===== config.mk =====
export PLATFORM = sky130hd
export DESIGN_NAME = bad_div
export DESIGN_NICKNAME = d
export VERILOG_FILES = /design/src/sv/bad_pkg.sv /design/src/sv/bad_div.sv
export SDC_FILE = /design/constraint.sdc
export NUM_CORES = 1
export LEC_CHECK = 0
export BUFFER_PORTS_ARGS = -buffer_cell sky130_fd_sc_hd__buf_2
export CAP_MARGIN = 20
export CORE_MARGIN = 8
export CORE_UTILIZATION = 50
export DETAILED_ROUTE_END_ITERATION = 8
export GPL_ROUTABILITY_DRIVEN = 0
export PLACE_DENSITY_LB_ADDON = 0.2
export SETUP_SLACK_MARGIN = 0.4
export SLEW_MARGIN = 15
export SYNTH_ARGS = -nofsm -noshare
export SYNTH_HDL_FRONTEND = slang
export SYNTH_SLANG_ARGS = --single-unit

===== constraint.sdc =====
create_clock -name clk_i -period 3.2 [get_ports clk_i]
set_input_delay 0.16 -clock clk_i [delete_from_list [all_inputs] [get_ports clk_i]]
set_output_delay 0.16 -clock clk_i [all_outputs]
set_load 0.05 [all_outputs]

===== src/sv/bad_pkg.sv =====
// Shared types and constants for the box average downscaler.
// Holds payload structs, register indexes and default sizes; no dependencies.
package bad_pkg;

  // Default sizes for the top level parameters.
  localparam int DefMaxOutColumns = 1024;
  localparam int DefMaxZoom       = 16;
  localparam int DefChannels      = 4;

  // Fixed pixel layout: four 8-bit lanes in a 32-bit word.
  localparam int PixW     = 32;
  localparam int ChanBits = 8;

  // Configuration port layout.
  localparam int CfgIdxW  = 4;
  localparam int CfgDataW = 16;

  // Configuration register indexes.
  typedef enum logic [CfgIdxW-1:0] {
    CFG_ZOOM     = 4'd0,
    CFG_ROW_LEN  = 4'd1,
    CFG_OUT_COLS = 4'd2,
    CFG_OUT_ROWS = 4'd3
  } cfg_idx_e;

  // Input item.
  typedef struct packed {
    logic            frame_start;
    logic [PixW-1:0] pixel_in;
  } pix_in_t;

  // Result item.
  typedef struct packed {
    logic            frame_done;
    logic [PixW-1:0] pixel_out;
  } pix_out_t;

  // Configuration write.
  typedef struct packed {
    logic [CfgIdxW-1:0]  index;
    logic [CfgDataW-1:0] data;
  } cfg_wr_t;

  // Per-item control flags from the position tracker.
  typedef struct packed {
    logic covered;
    logic first;
    logic last;
    logic done;
  } step_t;

endpackage


===== src/sv/bad_div.sv =====
// Per-channel restoring dividers, one quotient bit per cycle, with round-half-even.
// Divides each block sum by zoom squared and packs the 8-bit means. Uses bad_pkg.
module bad_div import bad_pkg::*; #(
  parameter int CHANNELS = DefChannels,
  parameter int MAX_ZOOM = DefMaxZoom,
  parameter int SUM_W    = 16,
  localparam int ZW = $clog2(MAX_ZOOM + 1),
  localparam int DW = $clog2(MAX_ZOOM * MAX_ZOOM + 1),
  localparam int CW = $clog2(SUM_W + 1)
) (
  input  logic                      clk_i,
  input  logic                      rst_ni,
  input  logic                      start_i,
  input  logic [CHANNELS*SUM_W-1:0] sums_i,
  input  logic [ZW-1:0]             zoom_i,
  output logic                      done_o,
  output logic [PixW-1:0]           pixel_o
);

  logic [CW-1:0]    cnt_q;
  logic [DW-1:0]    div_q;
  logic [SUM_W-1:0] num_q [CHANNELS];
  logic [DW-1:0]    rem_q [CHANNELS];
  logic [DW:0]      trial [CHANNELS];
  logic             qbit  [CHANNELS];
  logic [DW-1:0]    rem_n [CHANNELS];
  logic             up    [CHANNELS];

  // One restoring step per channel.
  always_comb begin
    for (int c = 0; c < CHANNELS; c++) begin
      trial[c] = {rem_q[c], num_q[c][SUM_W-1]};
      qbit[c]  = trial[c] >= {1'b0, div_q};
      rem_n[c] = qbit[c] ? DW'(trial[c] - {1'b0, div_q}) : trial[c][DW-1:0];
    end
  end

  always_ff @(posedge clk_i or negedge rst_ni) begin
    if (!rst_ni) begin
      cnt_q <= '0;
    end else if (start_i) begin
      cnt_q <= CW'(SUM_W);
    end else if (cnt_q != '0) begin
      cnt_q <= cnt_q - 1'b1;
    end
  end

  // Quotient shifts in where the numerator shifts out.
  always_ff @(posedge clk_i) begin
    if (start_i) begin
      div_q <= DW'(zoom_i) * DW'(zoom_i);
      for (int c = 0; c < CHANNELS; c++) begin
        num_q[c] <= sums_i[c*SUM_W +: SUM_W];
        rem_q[c] <= '0;
      end
    end else if (cnt_q != '0) begin
      for (int c = 0; c < CHANNELS; c++) begin
        num_q[c] <= {num_q[c][SUM_W-2:0], qbit[c]};
        rem_q[c] <= rem_n[c];
      end
    end
  end

  assign done_o = (cnt_q == '0);

  // Round to nearest, ties to even; unused lanes read as zero.
  always_comb begin
    pixel_o = '0;
    for (int c = 0; c < CHANNELS; c++) begin
      up[c] = ({rem_q[c], 1'b0} > {1'b0, div_q}) ||
              (({rem_q[c], 1'b0} == {1'b0, div_q}) && num_q[c][0]);
      pixel_o[c*ChanBits +: ChanBits] = num_q[c][ChanBits-1:0] + ChanBits'(up[c]);
    end
  end

endmodule

Word level (Yosys, flattened, before mapping)

Memory sizes are Yosys's and may differ from the RTL's.
Index checks and enable logic that the tools add are counted.

Register bits after elaboration: 14
Memory bits (writable): 100
Input bits: 72
Output and inout bits: 33
Word-level logic and storage cells: 64
Memories: 2

Memory list:

| memory | depth | width | rd ports | clocked after Yosys merged registers in | wr ports | line          | RTL |
|---|---|---|---|---|---|---|---|
| num_q  | 4     | 16    | 4        | 0                                       | 4        | bad_div.sv:22 | `logic [SUM_W-1:0] num_q [CHANNELS];` |
| rem_q  | 4     | 9     | 4        | 0                                       | 4        | bad_div.sv:23 | `logic [DW-1:0] rem_q [CHANNELS];` |

Add/subtract/negate cells: 9
Multiply operators: 1
Magnitude comparators: 8
Equal/unequal tests: 4
Multiplexer cells: 19
Bitwise operators: 8
Reductions and logical operators: 11

Operator list:

| kind                                                               | count |
|---|---|
| 9-bit 2-to-1 mux                                                   | 8 |
| 16-bit 2-to-1 mux                                                  | 4 |
| 10-bit by 9-bit == test with 1-bit output                          | 4 |
| 10-bit by 9-bit >= comparator with 1-bit output                    | 4 |
| 10-bit by 9-bit > comparator with 1-bit output                     | 4 |
| 9-bit subtractor                                                   | 4 |
| 8-bit by 1-bit adder with 8-bit output                             | 4 |
| 5-bit 2-to-1 mux                                                   | 2 |
| 5-bit by 5-bit multiplier with 9-bit output                        | 1 |
| 1-bit OR                                                           | 8 |
| 5-bit logical NOT                                                  | 1 |
| 1-bit 2-to-1 mux                                                   | 5 |
| 5-bit nonzero test                                                 | 1 |
| 5-bit by 1-bit subtractor with 5-bit output, second input constant | 1 |
| 1-bit logical AND                                                  | 4 |
| 1-bit logical OR                                                   | 4 |
| 2-bit nonzero test                                                 | 1 |

Depth between registers and ports, before layout

Word-level depth: 5
Gate-level depth with buffers: 13
Gate-level depth less buffers: 13

Worst setup path after synthesis

Ideal clock, no wire load.

Path kind: register -> register
From: reg cnt_q[0]
To: mem num_q[0][0], enable pin
Arrival: 3329 ps
Setup slack: -1070 ps
Cell stages (with the launch flop): 5
Path buffers: 0
Period minus slack after synthesis: 4270 ps
Path through: dfrtp_1 inv_1 ha_1 nor4b_4 nand2b_1

RTL lines:

| item                   | line          | RTL |
|---|---|---|
| start, declared        | bad_div.sv:20 | `logic [CW-1:0] cnt_q;` |
| start signal, assigned | bad_div.sv:42 | `cnt_q <= CW'(SUM_W);` |
| start signal, assigned | bad_div.sv:44 | `cnt_q <= cnt_q - 1'b1;` |
| end, declared          | bad_div.sv:22 |  |

==> summary.md <==
| Metric | Value |
|---|---|
| Status | finished, final reports clean |
| Crit Path Max Fanout | 4 |
| # rows | 45 |
| Top_reg_cell synth | edfxtp_1 |
| Crit path to | pixel_o[31] |
| Top post-synthesis cells by count | 213 x nand2_1, 108 x edfxtp_1, 61 x nor2_1 |
| Reg clk slew, reported paths | about 0.050 ns |
| Initial antenna violation count | 0 |
| Leakage | between 0.004 and 0.005 uW |
| Fin. Hold Viols | 0 |
| EDFF count, synth | 108 |
| CP startpoint kind | register |
| Grt total ovfl | 0 |
| Syn Area/Cell | 9.50 um2 |
| FF+latch count, synth | 113 |
| CP Data Arrival Time | just under 3 ns |
| WL final | 18900 um |
| Hold crit path type | in2reg |
| Residual DRC | 0 |
| Reg-to-reg slack, setup | 0.58 ns |
| Netlist cell types | 60 |
| Pwr Density | 954 nW/um2 |
| Grt met2 use | 0.331 |
| CTS Sinks | 113 |
| WHS | 0.0146 ns |
| Critical path startpoint | rem_q[3][7] |
| Final ANT Viol Nets | 0 |
| Synth area leaders | edfxtp_1 43%, nand2_1 11%, ha_1 9.7% |
| Area leader, netlist | edfxtp_1 |
| Via count | 6277 |
| Die W | around 140 um |
| Design Power | between 9000 and 10000 uW |
| Root Buffer | clkbuf_16 |
| Setup Crit Path Kind | reg2out |
| Switching power total | approximately 4000 uW |
| DRT iter0 DRCs | 394 |
| GRT Total Usage | 0.195 |
| Clock Power Share | 0.200 |
| Worst-Skew Late Latency | 0.41 ns |
| CTS Buffer Depth | 2 |
| Seq/Total Area, Yosys | 0.445 |
| Ratio of final minimum period to clock period | 0.969 |
| Total CTS buffers | 17 |
| Max Cap Violations | 0 |
| Pre-CTS setup slack | 0.102 ns |
| # nets final | 1091 |
| Setup Viol. Count Final | 0 |
| Count leader, synth | nand2_1 |
| Number of global-route vias before repair | 6440 |
| CP endpoint kind | output pin |
| Syn Nets | 930 |
| Worst VDD drop | 0.000786 V |
| Sequential share of power | 0.284 |
| Slew Viols, Final | 0 |
| RSZ-0062 raised after global routing | true |
| Combinational share of power | 0.516 |
| Worst slew margin | 0.494 |
| Synth top area share | 0.428 |
| Largest net degree at the start of global routing | 45 |
| Via/cell ratio | 5.42 |
| Final min period | 3.10 ns |
| FFs w/ async S/R, synth | 0.0442 |
| Synth Cell Area | 7570 um2 |
| Fmax | 322 MHz |
| First-pass GRT wire length | 31000 um |
| # diodes | 0 |
| Core area | about 15000 um2 |
| Worst R2R Path Depth | 8 |
| CTS tree | built |
| Synth warn | 0 |
| Wire per inst | 16.3 um |
| Quantity of I/O buffers inserted on ports | roughly 100 |
| Hpwl dp | 12200 um |
| Setup TNS | 0 ns |
| Gr busiest metal | met2 |
| Starting Density | 0.506 |
| Worst slew pin tran | 0.758 ns |
| Number of iterations in the first detailed-routing pass | 7 |
| I/O pins | 105 |
| Htree depth | 4 |
| Syn-to-layout area delta | 34.9% |
| Clock skew | around 0.0079 ns |
| Grt met3 use | 0.0410 |
| Reg2Reg Capture Point | rem_q[1][8] |
| Switching portion of total power | 0.412 |
| Syn Inst Count | between 700 and 800 |
| R2R Path Start | div_q[0] |
| Finished Core Util | 0.682 |
| M1 GR Usage | 0.242 |
| Min setup slack post-route | between 0.09 and 0.1 ns |
| Layout cell share with drive strength beyond 1 | 0.324 |
| Die Y-Extent | 139 um |
| Worst path required time | 3.04 ns |
| Pint | roughly 5700 uW |
| Die ar. | 19300 um2 |
logic make-up (layout without fill, tap and decap cells):
| family | count (synthesis) | after routing | share of synthesized area |
|---|---|---|---|
| xor gates and xnor gates | 50 | 50 | 0.0578 |
| AOI/OAI and AO/OA | 128 | 128 | 0.118 |
| buffers and inverters | 73 | 246 | 0.0463 |
| adders and majority gates | 61 | 61 | 0.103 |
| and+or+nand+nor | 355 | 355 | 0.208 |
| muxes | 17 | 17 | 0.0225 |
| DFF | 113 | 113 | 0.445 |
sequential cells by signal, indices dropped and copies added (netlist names):
| signal | cells |
|---|---|
| rem_q | 36 |
| div_q | 8 |
| num_q | 64 |
| cnt_q | 5 |
timing repair:
item,in CTS,in global routing
endpoints found under the hold margin,5,0
hold buffers,1,0
gates resized for setup,153,24
buffers inserted,34,7
pin swaps,40,7
setup endpoints to repair,32,41
power by group through the flow:
stage               logic, uW  clock network, uW  registers (uW)
floorplan                3340                  0            2590
CTS                      4810               1960            2750
global route             5450               2030            2830
detailed placement       4070                  0            2700
global placement         4030                  0            2690
finish                   5030               1950            2770
routing by layer:
metal | part of all wire | vias to the layer above
met2 | 0.49 | 156
met1 | 0.45 | 2982
met5 | 0 | -
li1 | - | 3106
met3 | 0.042 | 33
met4 | 0.017 | 0
worst min-delay path by stage:
stage / start / to / slack [ns] / cells past startpoint
after global routing: sums_i[33] / num_q[2][1] / 0.003 / 3
after detailed placement: rst_ni / cnt_q[4] / -0.02 / 1
after global placement: rst_ni / cnt_q[4] / -0.02 / 1
after floorplan: rst_ni / cnt_q[0] / -0.14 / 0
after CTS: sums_i[8] / num_q[0][8] / 0.0001 / 3
final: sums_i[8] / num_q[0][8] / 0.01 / 3
critical path, cell delays in order, from the launching register on:
cell	delay, ns
edfxtp_1	0.45
ha_4	0.32
and3_4	0.19
and2_4	0.16
nor2_4	0.04
a21oi_2	0.13
a2bb2oi_2	0.17
ha_2	0.22
and3_4	0.20
nand3_4	0.08
or2_4	0.27
xnor2_4	0.13
buf_6	0.17
stage by stage:
step / area (um2) / instances
finish: 10200 / 1158
global route: 10200 / 1158
CTS: 10100 / 1151
detailed placement: 8480 / 1085
global placement: 8480 / 1085
floorplan: 7710 / 797
area by class of cell:
class                           instances  area (um2)
Tap cell                              188         235
Clock buffer                           18         429
Sequential cell                       113        3370
Multi-Input combinational cell        611        4600
Clock inverter                         13         169
Timing Repair Buffer                  166        1210
Inverter                               49         201
Fill cell                            1143        4760
cell usage in the layout (no fill, tap or decap), drive strengths merged, types with 5 or more instances in the layout:
cell	count
nand2	213
buf	163
edfxtp	108
nor2	62
ha	59
inv	49
a21oi	38
xnor2	37
o21ai	34
clkbuf	20
mux2i	17
a211oi	15
xor2	13
nor3	9
and2	9
nand2b	9
and3	9
nand3	9
nand4	8
nor2b	7
a31oi	7
clkinv	7
o211a	5
dfrtp	5
No activity file was read; power rests on OpenSTA's default activity.
