[config.mk]
export PLATFORM = sky130hd
export DESIGN_NAME = bad_pos
export DESIGN_NICKNAME = d
export VERILOG_FILES = /design/src/sv/bad_pkg.sv /design/src/sv/bad_pos.sv
export SDC_FILE = /design/constraint.sdc
export NUM_CORES = 1
export LEC_CHECK = 0
export ABC_AREA = 1
export BUFFER_PORTS_ARGS = -buffer_cell sky130_fd_sc_hd__buf_2
export CORE_MARGIN = 3
export CORE_UTILIZATION = 40
export CTS_CLUSTER_SIZE = 40
export DETAILED_ROUTE_END_ITERATION = 8
export GPL_TIMING_DRIVEN = 0
export MAX_ROUTING_LAYER = met4
export PLACE_DENSITY = 0.61
export SLEW_MARGIN = 20
export SYNTH_ARGS = -nofsm -noshare
export SYNTH_HDL_FRONTEND = slang
export SYNTH_SLANG_ARGS = --single-unit
[constraint.sdc]
create_clock -name clk_i -period 4.14 [get_ports clk_i]
set_clock_uncertainty 0.15 [all_clocks]
set_input_delay 0.414 -clock clk_i [delete_from_list [all_inputs] [get_ports clk_i]]
set_output_delay 0.414 -clock clk_i [all_outputs]
set_load 0.02 [all_outputs]
[src/sv/bad_pkg.sv]
// Shared types and constants for the box average downscaler.
// Holds payload structs, register indexes and default sizes; no dependencies.
package bad_pkg;

  // Default sizes for the top level parameters.
  localparam int DefMaxOutColumns = 1024;
  localparam int DefMaxZoom       = 16;
  localparam int DefChannels      = 4;

  // Fixed pixel layout: four 8-bit lanes in a 32-bit word.
  localparam int PixW     = 32;
  localparam int ChanBits = 8;

  // Configuration port layout.
  localparam int CfgIdxW  = 4;
  localparam int CfgDataW = 16;

  // Configuration register indexes.
  typedef enum logic [CfgIdxW-1:0] {
    CFG_ZOOM     = 4'd0,
    CFG_ROW_LEN  = 4'd1,
    CFG_OUT_COLS = 4'd2,
    CFG_OUT_ROWS = 4'd3
  } cfg_idx_e;

  // Input item.
  typedef struct packed {
    logic            frame_start;
    logic [PixW-1:0] pixel_in;
  } pix_in_t;

  // Result item.
  typedef struct packed {
    logic            frame_done;
    logic [PixW-1:0] pixel_out;
  } pix_out_t;

  // Configuration write.
  typedef struct packed {
    logic [CfgIdxW-1:0]  index;
    logic [CfgDataW-1:0] data;
  } cfg_wr_t;

  // Per-item control flags from the position tracker.
  typedef struct packed {
    logic covered;
    logic first;
    logic last;
    logic done;
  } step_t;

endpackage

[src/sv/bad_pos.sv]
// Raster position tracker: input column/row, phases within a block and block column.
// Produces the sum memory address and per-item flags. Depends on bad_pkg.
module bad_pos import bad_pkg::*; #(
  parameter int MAX_OUT_COLUMNS = DefMaxOutColumns,
  parameter int MAX_ZOOM        = DefMaxZoom,
  localparam int ZW  = $clog2(MAX_ZOOM + 1),
  localparam int BCW = $clog2(MAX_OUT_COLUMNS + 1),
  localparam int AW  = (MAX_OUT_COLUMNS > 1) ? $clog2(MAX_OUT_COLUMNS) : 1
) (
  input  logic           clk_i,
  input  logic           rst_ni,
  input  logic           accept_i,
  input  logic           frame_start_i,
  input  logic [ZW-1:0]  zoom_i,
  input  logic [12:0]    row_len_i,
  input  logic [BCW-1:0] out_cols_i,
  input  logic [12:0]    out_rows_i,
  output logic [AW-1:0]  rd_addr_o,
  output logic [AW-1:0]  wr_addr_o,
  output step_t          step_o
);

  logic [12:0]    in_col_q, in_col_d, col_c;
  logic [12:0]    in_row_q, in_row_d, row_c;
  logic [ZW-1:0]  col_ph_q, col_ph_d, cph_c;
  logic [ZW-1:0]  row_ph_q, row_ph_d, rph_c;
  logic [BCW-1:0] blk_col_q, blk_col_d, bc_c;
  logic [AW-1:0]  addr_q;
  step_t          step_q, step_d;

  // Frame start clears the position before this pixel is used.
  always_comb begin
    col_c = frame_start_i ? '0 : in_col_q;
    row_c = frame_start_i ? '0 : in_row_q;
    cph_c = frame_start_i ? '0 : col_ph_q;
    rph_c = frame_start_i ? '0 : row_ph_q;
    bc_c  = frame_start_i ? '0 : blk_col_q;
  end

  assign rd_addr_o = bc_c[AW-1:0];

  // Flags for this pixel.
  always_comb begin
    step_d.covered = (bc_c < out_cols_i) && (row_c < out_rows_i);
    step_d.first   = (rph_c == '0) && (cph_c == '0);
    step_d.last    = ((ZW+1)'(rph_c) + 1'b1 == (ZW+1)'(zoom_i)) &&
                     ((ZW+1)'(cph_c) + 1'b1 == (ZW+1)'(zoom_i));
    step_d.done    = (14'(row_c) + 14'd1 == 14'(out_rows_i)) &&
                     ((BCW+1)'(bc_c) + 1'b1 == (BCW+1)'(out_cols_i));
  end

  // Advance the position; the row and block counters stop past the covered area.
  always_comb begin
    in_col_d  = col_c;
    in_row_d  = row_c;
    col_ph_d  = cph_c;
    row_ph_d  = rph_c;
    blk_col_d = bc_c;
    if (14'(col_c) + 14'd1 >= 14'(row_len_i)) begin
      in_col_d  = '0;
      col_ph_d  = '0;
      blk_col_d = '0;
      if (row_c < out_rows_i) begin
        if ((ZW+1)'(rph_c) + 1'b1 >= (ZW+1)'(zoom_i)) begin
          row_ph_d = '0;
          in_row_d = row_c + 13'd1;
        end else begin
          row_ph_d = rph_c + 1'b1;
        end
      end
    end else begin
      in_col_d = col_c + 13'd1;
      if ((ZW+1)'(cph_c) + 1'b1 >= (ZW+1)'(zoom_i)) begin
        col_ph_d = '0;
        if (bc_c < out_cols_i) begin
          blk_col_d = bc_c + 1'b1;
        end
      end else begin
        col_ph_d = cph_c + 1'b1;
      end
    end
  end

  always_ff @(posedge clk_i or negedge rst_ni) begin
    if (!rst_ni) begin
      in_col_q  <= '0;
      in_row_q  <= '0;
      col_ph_q  <= '0;
      row_ph_q  <= '0;
      blk_col_q <= '0;
      step_q    <= '0;
    end else if (accept_i) begin
      in_col_q  <= in_col_d;
      in_row_q  <= in_row_d;
      col_ph_q  <= col_ph_d;
      row_ph_q  <= row_ph_d;
      blk_col_q <= blk_col_d;
      step_q    <= step_d;
    end
  end

  // Write address for the update cycle that follows the item.
  always_ff @(posedge clk_i) begin
    if (accept_i) begin
      addr_q <= bc_c[AW-1:0];
    end
  end

  assign wr_addr_o = addr_q;
  assign step_o    = step_q;

endmodule

* Yosys cells after proc, flatten, opt, wreduce, memory -nomap -nowiden
Index checks and enable logic that the tools add are counted.
Storage, ports and cells: flip-flop bits (word level) 61, output and inout bits 24, ROM bits 0, bits of input ports 46, bits in writable memories 0, memories 0, word-level logic and storage cells 52, latch bits 0
Operators by class: shift operators 0, equality and inequality tests 4, div/mod/pow operators 0, $lt $le $gt $ge 5, multiply operators 0, bitwise logic cells 0, multiplexer cells 17, add/sub/neg operators 10, reductions and logical operators 6
Operators with widths (number):
- $mux W13 | 6
- $mux W11 | 4
- $mux W5 | 7
- $add A13 B1 Y14 const B | 2
- $add A13 B1 Y13 const B | 2
- $eq A14 B13 Y1 | 1
- $ge A14 B13 Y1 | 1
- $lt A13 B13 Y1 | 1
- $add A11 B1 Y12 const B | 1
- $add A5 B1 Y6 const B | 2
- $eq A12 B11 Y1 | 1
- $eq A6 B5 Y1 | 2
- $ge A6 B5 Y1 | 2
- $add A11 B1 Y11 const B | 1
- $lt A11 B11 Y1 | 1
- $add A5 B1 Y5 const B | 2
- $logic_not A5 Y1 | 2
- $logic_and A1 B1 Y1 | 4

* Depth between registers and ports, before layout
depth after elaboration 6, gate-level depth with buffers 24

* Least setup slack after synthesis
No wires, ideal clock.
path kind input to register, start in frame_start_i, end reg col_ph_q[0], arrival time 3.044 ns, slack 0.880 ns, path buffers 4, cell stages on the path 23, cells stage by stage buf_6 > clkbuf_1 > nor2_1 > ha_1 > nand2_1 > nor3_1 > nand4_1 > xor2_1 > inv_1 > ha_1 > nand2_1 > nor2_1 > nor3_1 > nand2_1 > nand2_1 > nand2_1 > nand2_2 > nand3_4 > nor2_2 > buf_6 > buf_6 > nand3_1 > nand2_1
On the way: longest elaborated chain between the ends 5, elaborated cells on any way between the ends 9
Ends and longest elaborated chain:
- from (decl) | line bad_pos.sv:13 | input logic frame_start_i,
- parallel branches: the longest is 4 deep, another holds $add A13 B1 Y14
- $mux W5 * | line bad_pos.sv:59 | if (14'(col_c) + 14'd1 >= 14'(row_len_i)) begin
- to (signal assigned) | line bad_pos.sv:95 | col_ph_q <= col_ph_d;
- to (decl) | line bad_pos.sv:25 | logic [ZW-1:0] col_ph_q, col_ph_d, cph_c;
Mark *: on every way between the ends. A chain may end at the register's enable or synchronous reset.

* Worst setup path in the final report
start in frame_start_i, end reg col_ph_q[2]
The elaborated chain is that of the path after synthesis.

==> results_dict.tcl <==
set metrics [dict create \
    status "finished clean" \
    max_freq_mhz 274 \
    grt_pass1_vias 5803 \
    syn_nets 1059 \
    grt_max_degree 52 \
    cts_num_sinks 61 \
    worst_slew_pin_slew_ns 0.725 \
    worst-path-buf-inv 5 \
    drtPass1Iterations 5 \
    crit_path_start "frame_start_i" \
    timing.rr.end "col_ph_q[2]$_DFFE_PN0P_" \
    overflow 0 \
    crit_end "col_ph_q[2]$_DFFE_PN0P_" \
    worstPathRequired_ns 4.26 \
    peakVddDrop_v 0.000259 \
    hold_class "input pin to flip-flop" \
    dieArea_mm2 0.0167 \
    ioPinCount 70 \
    p_per_area_mw_per_mm2 258 \
    cts_tree "done" \
    yosysWarnings 0 \
    synth_flop_cell "dfrtp_1" \
    initial_utilization_pct 41.3 \
    fp.coreArea_mm2 0.0147 \
    avgRoutedWirePerCell_um 14.1 \
    cp-start-kind "input pin" \
    rsz0062_at_grt "no" \
    final_hold_viol_count 0 \
    maxSlewViolCount 0 \
    drcViolationCount 0 \
    syn_to_final_growth_pct 15.3 \
    routed_wirelength_um 17300 \
    antenna_found_initial 0 \
    relSlewSlack_pct 51.7 \
    end_kind "flip-flop" \
    clk_pin_slew_ns 0.06 \
    vias 6157 \
    synth_cell_types 37 \
    dieHeight_um 129 \
    ant_nets 0 \
    grt_use_total_pct 22.6 \
    finish.utilization_pct 47.6 \
    insertion_delay_ns 0.35 \
    netlist_instances 959 \
    die_x_um 129 \
    finalSetupViolCount 0 \
    period_needed_ns 3.65 \
    path_class "input pin to flip-flop" \
    dp_hpwl_um 13400 \
    grt_pass1_wl_um 29000 \
    async_flop_share_pct 83.6 \
    worst_ep_arrival_time_ns 3.77 \
    min_period_over_period_pct 88.1 \
    seq_area_frac_synth_pct 26.0 \
    drive_above_1_share_pct 11.9 \
    finalSetupTns_ns 0 \
    clock_path_buffers 2 \
    synth_edf_count 10 \
    gp_congestion 0.913 \
    n_antenna_cell 0 \
    crit_family "simple AND/OR/NAND/NOR gates" \
    path_cells "buf_2, inv_2, buf_2, nand2_1, nor3_1, nand2_1, nor3_1, xnor2_1, ha_1, nand2_1, nor2_1, nor3_1, nand2_1, nand2_1, nand2_1, nand2_2, nand3_4, nor2_2, buf_6, buf_6, nand3_1, nand2_1" \
    viasPerCell 5.01 \
    maxCapViolations 0 \
    syn_area_mm2 0.00607 \
    cts-buffers-inserted 9 \
    reg2reg_slack_ns 0.69 \
    drtIter0Drc 517 \
    rows 44 \
    critPathMaxFanout 10 \
    r2r-start "in_col_q[0]$_DFFE_PN0P_" \
    slowest_stage "buf_2" \
    io_buffers 69 \
    p_leak_nw 3.92 \
    clock_tree.root_cell "clkbuf_16" \
    crit_top_cell "nand2_1" \
    power.total_mw 1.80 \
    cpPeakStageDelay_ns 0.29 \
    post-cts-setup-buffer-count 0 \
    critical_path_cell_count 22 \
    worstRegToRegCells 22 \
    h-tree-depth 3 \
    ys_ff_latch 61 \
    syn_avg_cell_area_um2 6.33 \
    fin_nets 1139 \
]
-- repair_timing --
action,CTS,global route
endpoints found under the setup margin,0,30
gates resized for setup,0,1
hold buffers,1,0
endpoints found under the hold margin,2,0
-- cells by family after synthesis --
family,Yosys count,share of synthesized area [%]
adder cells (fa/ha/maj),54,11.1
buffers and inverters,178,11.9
AO/OA/AOI/OAI,59,5.05
AND/OR/NAND/NOR,584,42.2
XOR/XNOR,23,3.77
flip-flops,61,26.0
-- flip-flops by register name (all words and copies together), names as in the netlist --
register,cells
row_ph_q,5
in_row_q,13
blk_col_q,11
step_o,4
in_col_q,13
col_ph_q,5
wr_addr_o,10
-- through the flow --
step | cells | worst slack [ns] | instance area [µm²] | hold slack [ns]
after floorplan | 959 | 0.880 | 6070 | -0.0316
after global placement | 1212 | -0.0796 | 6650 | 0.310
after detailed placement | 1212 | -0.0885 | 6650 | 0.315
after CTS | 1229 | 0.238 | 7000 | 0.243
after global routing | 1228 | 0.127 | 7000 | 0.312
final | 1228 | 0.495 | 7000 | 0.253
-- layer usage --
layer  routed length, µm  vias up  part of all wire, %  GRT usage (%)
met5                   0        -                    0              -
met4                 306        0                  1.8           6.92
met3                 905       26                  5.2           4.62
met2                7630      162                   44           33.7
met1                8510     2752                   49           31.0
li1                    -     3217                    -              -
-- report_power, final --
| group | total (mW) | leakage [nW] | internal (mW) | switching (mW) |
|---|---|---|---|---|
| Sequential | 0.644 | 0.802 | 0.632 | 0.0121 |
| Combinational | 0.266 | 2.95 | 0.0886 | 0.177 |
| Clock | 0.894 | 0.163 | 0.588 | 0.306 |
| Total | 1.80 | 3.92 | 1.31 | 0.495 |
-- layout make-up --
cell class / instances / area, µm²
Fill cell: 1569 / 7700
Multi-Input combinational cell: 720 / 3770
Sequential cell: 61 / 1580
Inverter: 148 / 556
Timing Repair Buffer: 70 / 358
Tap cell: 184 / 230
Clock buffer: 10 / 229
Buffer: 29 / 163
Clock inverter: 6 / 111
-- synthesized netlist by cell type, drive strengths merged, types with 3 or more instances --
master | number | area (µm²)
nand4 | 50 | 313
edfxtp | 10 | 300
nor2 | 73 | 312
xnor2 | 3 | 26.3
a21oi | 18 | 90.1
nand2 | 357 | 1360
xor2 | 18 | 158
ha | 54 | 676
o21ai | 36 | 180
dfrtp | 51 | 1280
nor3 | 9 | 50.1
nand3 | 91 | 473
buf | 17 | 118
clkbuf | 13 | 48.8
inv | 146 | 548
-- how the worst min path moves through the flow --
| stage | startpoint | end | slack [ns] | cells after the start |
|---|---|---|---|---|
| after floorplan | rst_ni | blk_col_q[0]$_DFFE_PN0P_ | -0.03 | 0 |
| after global placement | step_o[0]$_DFFE_PN0P_ | step_o[0]$_DFFE_PN0P_ | 0.31 | 2 |
| after detailed placement | row_ph_q[0]$_DFFE_PN0P_ | row_ph_q[0]$_DFFE_PN0P_ | 0.31 | 2 |
| after CTS | out_rows_i[12] | step_o[0]$_DFFE_PN0P_ | 0.24 | 4 |
| after global routing | out_rows_i[12] | step_o[0]$_DFFE_PN0P_ | 0.31 | 4 |
| final | out_rows_i[12] | step_o[0]$_DFFE_PN0P_ | 0.25 | 4 |
-- worst reg2reg max path, stage by stage, from the launching register on --
cell and delay (ns):
dfrtp_1 0.32, inv_1 0.08, nor2_2 0.16, ha_1 0.21, nand2_1 0.09, nor3_1 0.14, nand4_1 0.16, xor2_1 0.16
inv_1 0.08, ha_1 0.27, nand2_1 0.09, nor2_1 0.05, nor3_1 0.13, nand2_1 0.09, nand2_1 0.06, nand2_1 0.08
nand2_2 0.22, nand3_4 0.21, nor2_2 0.16, buf_6 0.17, buf_6 0.17, nand3_1 0.08, nand2_1 0.06
-- layout by cell type, fill, tap and decap left out, types with 13 or more instances in the layout --
cell type  count
nand4_1       50
o21ai_1       16
inv_1        142
nand2_1      353
clkbuf_1      13
nand3_1       89
xor2_1        18
ha_1          54
buf_2         75
nor2_1        61
o21ai_0       20
a21oi_1       18
dfrtp_1       51
(Power assumes the default switching activity.)
